## src/rtl/rsap_pkg.sv

```systemverilog
`timescale 1ns / 1ps
// ----------------------------------------------------------------------------
// rsap_pkg
// Shared types, codes and constants of the raid5 stripe access planner.
// ----------------------------------------------------------------------------
package rsap_pkg;

  localparam int RSAP_MAX_DISKS        = 16;
  localparam int RSAP_BLOCK_INDEX_BITS = 48;

  localparam int IDX_W    = 48;
  localparam int REM_W    = 32;
  localparam int OFF_W    = 63;
  localparam int MASK_W   = 16;
  localparam int DISK_W   = 4;
  localparam int CNT_W    = 5;
  localparam int MOD_W    = 8;
  localparam int BB_W     = 21;
  localparam int DIV_STEP = 8;

  localparam logic [1:0] MODE_READ    = 2'd0;
  localparam logic [1:0] MODE_WRITE   = 2'd1;
  localparam logic [1:0] MODE_REBUILD = 2'd2;

  localparam logic [1:0] ST_OK             = 2'd0;
  localparam logic [1:0] ST_DATA_PARITY    = 2'd1;
  localparam logic [1:0] ST_OTHER_MISSING  = 2'd2;
  localparam logic [1:0] ST_PARITY_WRITE   = 2'd3;

  localparam logic [1:0] REG_DISK_COUNT   = 2'd0;
  localparam logic [1:0] REG_BLOCK_BYTES  = 2'd1;
  localparam logic [1:0] REG_MISSING_MASK = 2'd2;
  localparam logic [1:0] REG_REBUILD_DISK = 2'd3;

  localparam logic [CNT_W-1:0]  RST_DISK_COUNT   = 5'd3;
  localparam logic [BB_W-1:0]   RST_BLOCK_BYTES  = 21'd4096;
  localparam logic [MASK_W-1:0] RST_MISSING_MASK = 16'd0;
  localparam logic [DISK_W-1:0] RST_REBUILD_DISK = 4'd0;

  typedef struct packed {
    logic [1:0]       mode;
    logic [IDX_W-1:0] block_index;
    logic [REM_W-1:0] blocks_remaining;
  } rsap_in_t;

  typedef struct packed {
    logic [1:0]        status;
    logic              full_stripe;
    logic [IDX_W-1:0]  stripe_number;
    logic [DISK_W-1:0] target_disk;
    logic [DISK_W-1:0] parity_idx;
    logic [OFF_W-1:0]  disk_byte_offset;
    logic [MASK_W-1:0] read_mask;
    logic [MASK_W-1:0] write_mask;
    logic [DISK_W-1:0] blocks_consumed;
  } rsap_out_t;

  // divisors of the current array geometry
  typedef struct packed {
    logic [CNT_W-1:0]  n;
    logic [DISK_W-1:0] d;
    logic [MOD_W-1:0]  m;
  } rsap_divs_t;

  // one item inside the divider pipeline
  typedef struct packed {
    logic [1:0]        mode;
    logic [IDX_W-1:0]  idx;
    logic [REM_W-1:0]  remaining;
    logic [IDX_W-1:0]  sh;
    logic [IDX_W-1:0]  quo;
    logic [DISK_W-1:0] rem;
    logic [MOD_W-1:0]  mrem;
  } rsap_div_t;

endpackage

```

## src/rtl/rsap_div_stage.sv

```systemverilog
`timescale 1ns / 1ps
// ----------------------------------------------------------------------------
// rsap_div_stage
// One registered divider stage: eight dividend bits per stage, giving block
// index over n-1 and the parallel residue used for the parity rotation.
// ----------------------------------------------------------------------------
module rsap_div_stage import rsap_pkg::*; (
  input  logic       clk_i,
  input  logic       rst_ni,
  input  logic       load_i,
  input  logic       valid_i,
  input  rsap_div_t  data_i,
  input  rsap_divs_t divs_i,
  output logic       valid_o,
  output rsap_div_t  data_o
);

  logic      valid_q;
  rsap_div_t data_q;
  rsap_div_t data_d;

  always_comb begin
    logic [CNT_W-1:0] r5;
    logic [MOD_W:0]   m9;
    logic [MOD_W-1:0] m;
    logic             qb;
    data_d = data_i;
    // rebuild takes the stripe mod n directly, others mod n*(n-1)
    m = (data_i.mode == MODE_REBUILD) ? MOD_W'(divs_i.n) : divs_i.m;
    for (int i = 0; i < DIV_STEP; i++) begin
      r5 = {data_d.rem, data_d.sh[IDX_W-1]};
      qb = 1'b0;
      if (r5 >= {1'b0, divs_i.d}) begin
        r5 = r5 - {1'b0, divs_i.d};
        qb = 1'b1;
      end
      data_d.rem = r5[DISK_W-1:0];
      data_d.quo = {data_d.quo[IDX_W-2:0], qb};
      m9 = {data_d.mrem, data_d.sh[IDX_W-1]};
      if (m9 >= {1'b0, m}) begin
        m9 = m9 - {1'b0, m};
      end
      data_d.mrem = m9[MOD_W-1:0];
      data_d.sh = {data_d.sh[IDX_W-2:0], 1'b0};
    end
  end

  always_ff @(posedge clk_i or negedge rst_ni) begin
    if (!rst_ni) begin
      valid_q <= 1'b0;
    end else if (load_i) begin
      valid_q <= valid_i;
    end
  end

  always_ff @(posedge clk_i) begin
    if (load_i) begin
      data_q <= data_d;
    end
  end

  assign valid_o = valid_q;
  assign data_o  = data_q;

endmodule

```

## config.mk

```make
export PLATFORM = sky130hd
export DESIGN_NAME = rsap_div_stage
export DESIGN_NICKNAME = d
export VERILOG_FILES = /design/src/rtl/rsap_pkg.sv /design/src/rtl/rsap_div_stage.sv
export SDC_FILE = /design/constraint.sdc
export NUM_CORES = 1
export LEC_CHECK = 0
export BUFFER_PORTS_ARGS = -buffer_cell sky130_fd_sc_hd__buf_2
export CAP_MARGIN = 30
export CORE_AREA = 8 8 156 158
export CTS_CLUSTER_DIAMETER = 30
export DETAILED_ROUTE_END_ITERATION = 10
export DIE_AREA = 0 0 164 166
export HOLD_SLACK_MARGIN = 0.02
export PLACE_DENSITY = 0.79
export SYNTH_ARGS = -nofsm -noshare
export SYNTH_HDL_FRONTEND = slang
export SYNTH_SLANG_ARGS = --single-unit
export TNS_END_PERCENT = 10
```

## constraint.sdc

```tcl
create_clock -name clk_i -period 1 [get_ports clk_i]
set_clock_uncertainty 0.15 [all_clocks]
set_input_delay 0.3 -clock clk_i [delete_from_list [all_inputs] [get_ports clk_i]]
set_output_delay 0.3 -clock clk_i [all_outputs]
set_load 0.03 [all_outputs]
```

==> impl_metrics.csv, run 1 <==
group,metric,value,unit
outcome,status,"stopped before the end",
outcome,failed_stage,"global routing (5_1_grt)",
outcome,error,"[ERROR GRT-0232] Routing congestion too high. Check the congestion heatmap in the GUI.",
clock_network,numCtsBuffers,17,
global_routing,grt_start_max_net_pins,47,
synth,synth_top_area_cell,"edfxtp_1",
global_routing,grt_overflow,82,
floorplanning,dieWidth,164,um
placement,place_congestion,0.934,
placement,dpl.hpwl,32100,um
synth,synth_area,10900,um^2
synth,yosys_register_bits,183,
floorplanning,start_util,49.3,%
placement,port_buffers,385,
clock_network,root_buffer,"clkbuf_16",
floorplanning,die_h,166,um
synth,yosysTopAreaCellShare,50.1,%
clock_network,cts_sinks,183,
synth,yosysWarnings,0,
floorplanning,rows,55,
synth,async_reset_ff_share,0.546,%
floorplanning,pin_count,402,
synth,synth_edf_count,182,
placement,post_dp_cell_area,15600,um^2
synth,synth_cells,884,
synth,syn_avg_cell_area,12.3,um^2
global_routing,grt_usage,65.7,%
synth,ys.flop_type,"edfxtp_1",
synth,synth_cell_types,86,
synth,yosys-top-cells-area,"edfxtp_1, ha_1, xnor2_1, fa_1, mux2_2",
timing,worstEpCategory,"register input",
synth,ys_seq_area_share,50.4,%
clock_network,clk_path_buf_depth,2,
clock_network,h-tree-depth,4,
timing,worst_endpoint,"data_o[4]$_DFFE_PP_/D",
timing repair:
item / 4_1_cts
gates resized for setup: 525
endpoints found under the setup margin: 203
pin swaps: 113
endpoints found under the hold margin: 163
setup buffers: 83
hold buffers: 162
cell usage after synthesis, types with 4 or more instances:
master and count:
edfxtp_1 182, ha_1 90, a21oi_1 57, nand2_1 55, inv_1 54, nor2_1 44, xnor2_1 43, o21ai_0 41
a21o_1 29, mux2_2 26, mux2i_1 17, fa_1 16, xor2_1 16, nand3_1 15, nor3_1 13, nand2b_1 11
nor2b_1 10, buf_4 9, o211ai_1 9, and3_1 7, buf_2 7, mux2_4 7, o21bai_1 7, a211oi_1 5
a311oi_1 5, and2_1 5, nand3b_1 5, nand4_1 5, o21a_1 5, a31o_2 4, o21ai_1 4
through the flow:
step,setup slack (ns),instances,TNS [ns],util (%)
2_1_floorplan,-16.51,891,-217.59,-
3_3_place_gp,-15.99,1847,-242.59,70.8
3_5_place_dp,-16.72,1847,-250.86,70.8
4_1_cts,-15.05,2119,-268.40,92.2
cells by family after synthesis:
logic type	after synthesis	share of synthesized area, %
fa+ha+maj	111	13.8
simple gates	199	9.38
flops	183	50.4
other cells	1	0.0344
xor+xnor	59	4.74
mux	50	5.21
compound gates	203	13.2
buf+inv	78	3.27
per-layer routing:
layer  GRT usage (%)  overflow
met5            17.6         0
met4            65.2        28
met3            47.5         2
met2            86.0        52
met1            63.8         0
==> run 2: changes to the inputs <==
- CORE_AREA: 8 8 156 158 -> 8 8 175 177
- CTS_CLUSTER_DIAMETER: 30 -> not set
- DIE_AREA: 0 0 164 166 -> 0 0 183 185
- HOLD_SLACK_MARGIN: 0.02 -> not set
- PLACE_DENSITY: 0.79 -> not set
- PLACE_DENSITY_LB_ADDON: not set -> 0.15
==> run 2 against run 1 <==
The flow now finishes, with violations (hold timing, setup timing). Synthesized cell count unchanged. Synthesized area unchanged.
==> impl_metrics.csv, run 2 <==
group,metric,value,unit
outcome,status,"finished, violations left",
outcome,violations,"hold timing, setup timing",
critical_path,startpoint_type,"input pin",
clock_network,path_clk_slew,0.08,ns
floorplanning,dieWidth,183,um
timing,rsz0062_at_grt,"true",
detailed_routing,wirelength,41800,um
detailed_routing,drt-wirelength-per-cell,18.4,um
synth,synth_top_family_by_area,"adder cells",
detailed_routing,drt-vias-per-instance,4.79,
synth,synth_top_area_cell,"edfxtp_1",
global_routing,grt_overflow,0,
synth,synth-compound-area-share,13.2,%
clock_network,clk_path_buf_depth,2,
floorplanning,rows,62,
final_layout,num-nets-final,2191,
clock_network,cts_sinks,183,
final_layout,largest_reg_flops,182,
synth,yosys-top-cells-count,"edfxtp_1, ha_1, a21oi_1",
synth,synth_cell_types,86,
critical_path,critPathMaxStageDelay,0.59,ns
detailed_routing,vias,10900,
floorplanning,pin_count,402,
floorplanning,start_util,38.8,%
timing,setup_slack,-15.55,ns
global_routing,use_met2,44.3,%
detailed_routing,first_pass_iters,5,
clock_network,h-tree-depth,4,
detailed_routing,postRouteAntennaNets,0,
critical_path,cp_common_cell,"buf_4",
timing,hold-worst-slack,-0.0498,ns
placement,place_inst,1976,
synth,synth_cells,884,
detailed_routing,drc,0,
min_path,min_path_type,"in -> reg",
critical_path,arrival,16.59,ns
synth,synth_area,10900,um^2
critical_path,cp_slowest_cell,"or4b_4",
critical_path,startpoint,"data_i[188]",
global_routing,grt_start_max_net_pins,36,
global_routing,antenna_found_initial,3,
clock_network,cts_tree,"done",
synth,async_reset_ff_share,0.546,%
critical_path,crit_path_end_kind,"flop",
floorplanning,coreArea,28100,um^2
synth,yosys-mux-area-fraction,5.21,%
final_layout,area_growth,92.4,%
synth,ys.flop_type,"edfxtp_1",
flow_run,timing.max_cap.violations,0,
placement,place_congestion,0.903,
clock_network,cts_hold_buffers,161,
global_routing,grt_pass1_vias,11600,
synth,synth-simple-area-share,9.38,%
final_layout,mostFrequentLayoutCell,"buf_4",
timing,period_share,1650,%
critical_path,criticalPathCategory,"in -> reg",
floorplanning,die_h,185,um
synth,yosys-top-cells-area,"edfxtp_1, ha_1, xnor2_1, fa_1, mux2_2",
synth,synthXorXnorAreaFrac,4.74,%
global_routing,grt_first_pass_wirelength,61700,um
critical_path,worstPathRequired,1.05,ns
clock_network,clk_latency,0.43,ns
critical_path,ff2ff_path_depth,1,
placement,port_buffers,385,
timing,fmax,60.4,MHz
synth,ys_seq_area_share,50.4,%
synth,synth_most_common_cell,"edfxtp_1",
placement,dpl.hpwl,27600,um
synth,yosys_register_bits,183,
synth,synthAdderAreaFrac,13.8,%
global_routing,grt_usage,23.4,%
critical_path,worstSetupEndpoint,"data_o[4]",
timing,setup_viol,203,
synth,yosysTopAreaCellShare,50.1,%
clock_network,root_buffer,"clkbuf_16",
synth,synth_edf_count,182,
timing,slew_viol_final,0,
global_routing,grt_most_used_layer,"met2",
critical_path,r2r_end,"valid_o",
critical_path,crit_path_max_fanout,5,
timing,hold_violations,1,
final_layout,drive_gt1_share,56.2,%
clock_network,numCtsBuffers,17,
final_layout,fin_cells,2274,
final_layout,postLayoutCoreUtil,74.7,%
synth,syn_avg_cell_area,12.3,um^2
final_layout,final_cell_mix,"buf_4, buf_6, buf_2, edfxtp_1, dlygate4sd3_1",
floorplanning,die-area,33900,um^2
global_routing,use_met3,3.77,%
critical_path,reg2reg_from,"valid_o",
global_routing,met1_usage,26.7,%
synth,yosysWarnings,0,
detailed_routing,drt_iter0_drc,562,
critical_path,reg2reg_slack,0.08,ns
timing,layout_min_cycle_time,16.55,ns
run 2: cell counts after synthesis:
No cell type changed its count.
run 2: cell families after synthesis:
kind of cell / after synthesis
compound gates: 203
simple gates: 199
flops: 183
xor+xnor: 59
fa+ha+maj: 111
other cells: 1
mux: 50
buf+inv: 78
run 2: worst min path at each step:
stage                  from  cells past startpoint      end  slack, ns
floorplan            rst_ni                      0  valid_o      -0.15
global placement     rst_ni                      1  valid_o      -0.07
detailed placement   rst_ni                      1  valid_o      -0.07
finish              valid_i                      2  valid_o      -0.05
CTS                 valid_i                      2  valid_o      -0.06
global route        valid_i                      2  valid_o      -0.06
run 2: layout make-up:
type / count / area (um^2)
Timing Repair Buffer: 986 / 8130
Multi-Input combinational cell: 630 / 6030
Clock buffer: 17 / 425
Tap cell: 384 / 480
Fill cell: 1825 / 7120
Clock inverter: 15 / 176
Antenna cell: 3 / 7.51
Sequential cell: 183 / 5490
Inverter: 56 / 225
run 2: repair_timing:
| item | CTS | global route |
|---|---|---|
| setup endpoints to repair | 203 | 203 |
| hold endpoints to repair | 163 | 1 |
| setup buffers | 87 | 22 |
| gates resized for setup | 482 | 74 |
| pin swaps | 74 | 83 |
run 2: metal layers:
layer	routed length, um	up-vias
met4	731	0
met3	1810	46
li1	-	5309
met2	23000	279
met5	0	-
met1	16200	5254
run 2: critical path, delay by kind of cell:
family	cells	cell delay, ns
AOI/OAI and AO/OA	32	5.21
and+or+nand+nor	26	4.21
adders and majority gates	11	3.02
buffers and inverters	24	2.72
muxes	3	0.89
xor gates and xnor gates	1	0.22
run 2: per-stage QoR:
stage / area, um^2 / setup slack (ns) / TNS (ns) / hold slack, ns
CTS: 20500 / -15.15 / -269.60 / -0.0594
finish: 21000 / -15.55 / -272.01 / -0.0498
floorplan: 11200 / -16.51 / -217.59 / -0.146
global route: 21000 / -16.34 / -288.85 / -0.0557
detailed placement: 16000 / -16.62 / -257.43 / -0.0737
global placement: 16000 / -16.12 / -251.63 / -0.0738
Power of run 2 is left out: the tool's default activity adds up to more than one toggle a clock period on the data nets, which glitch-free logic cannot reach.
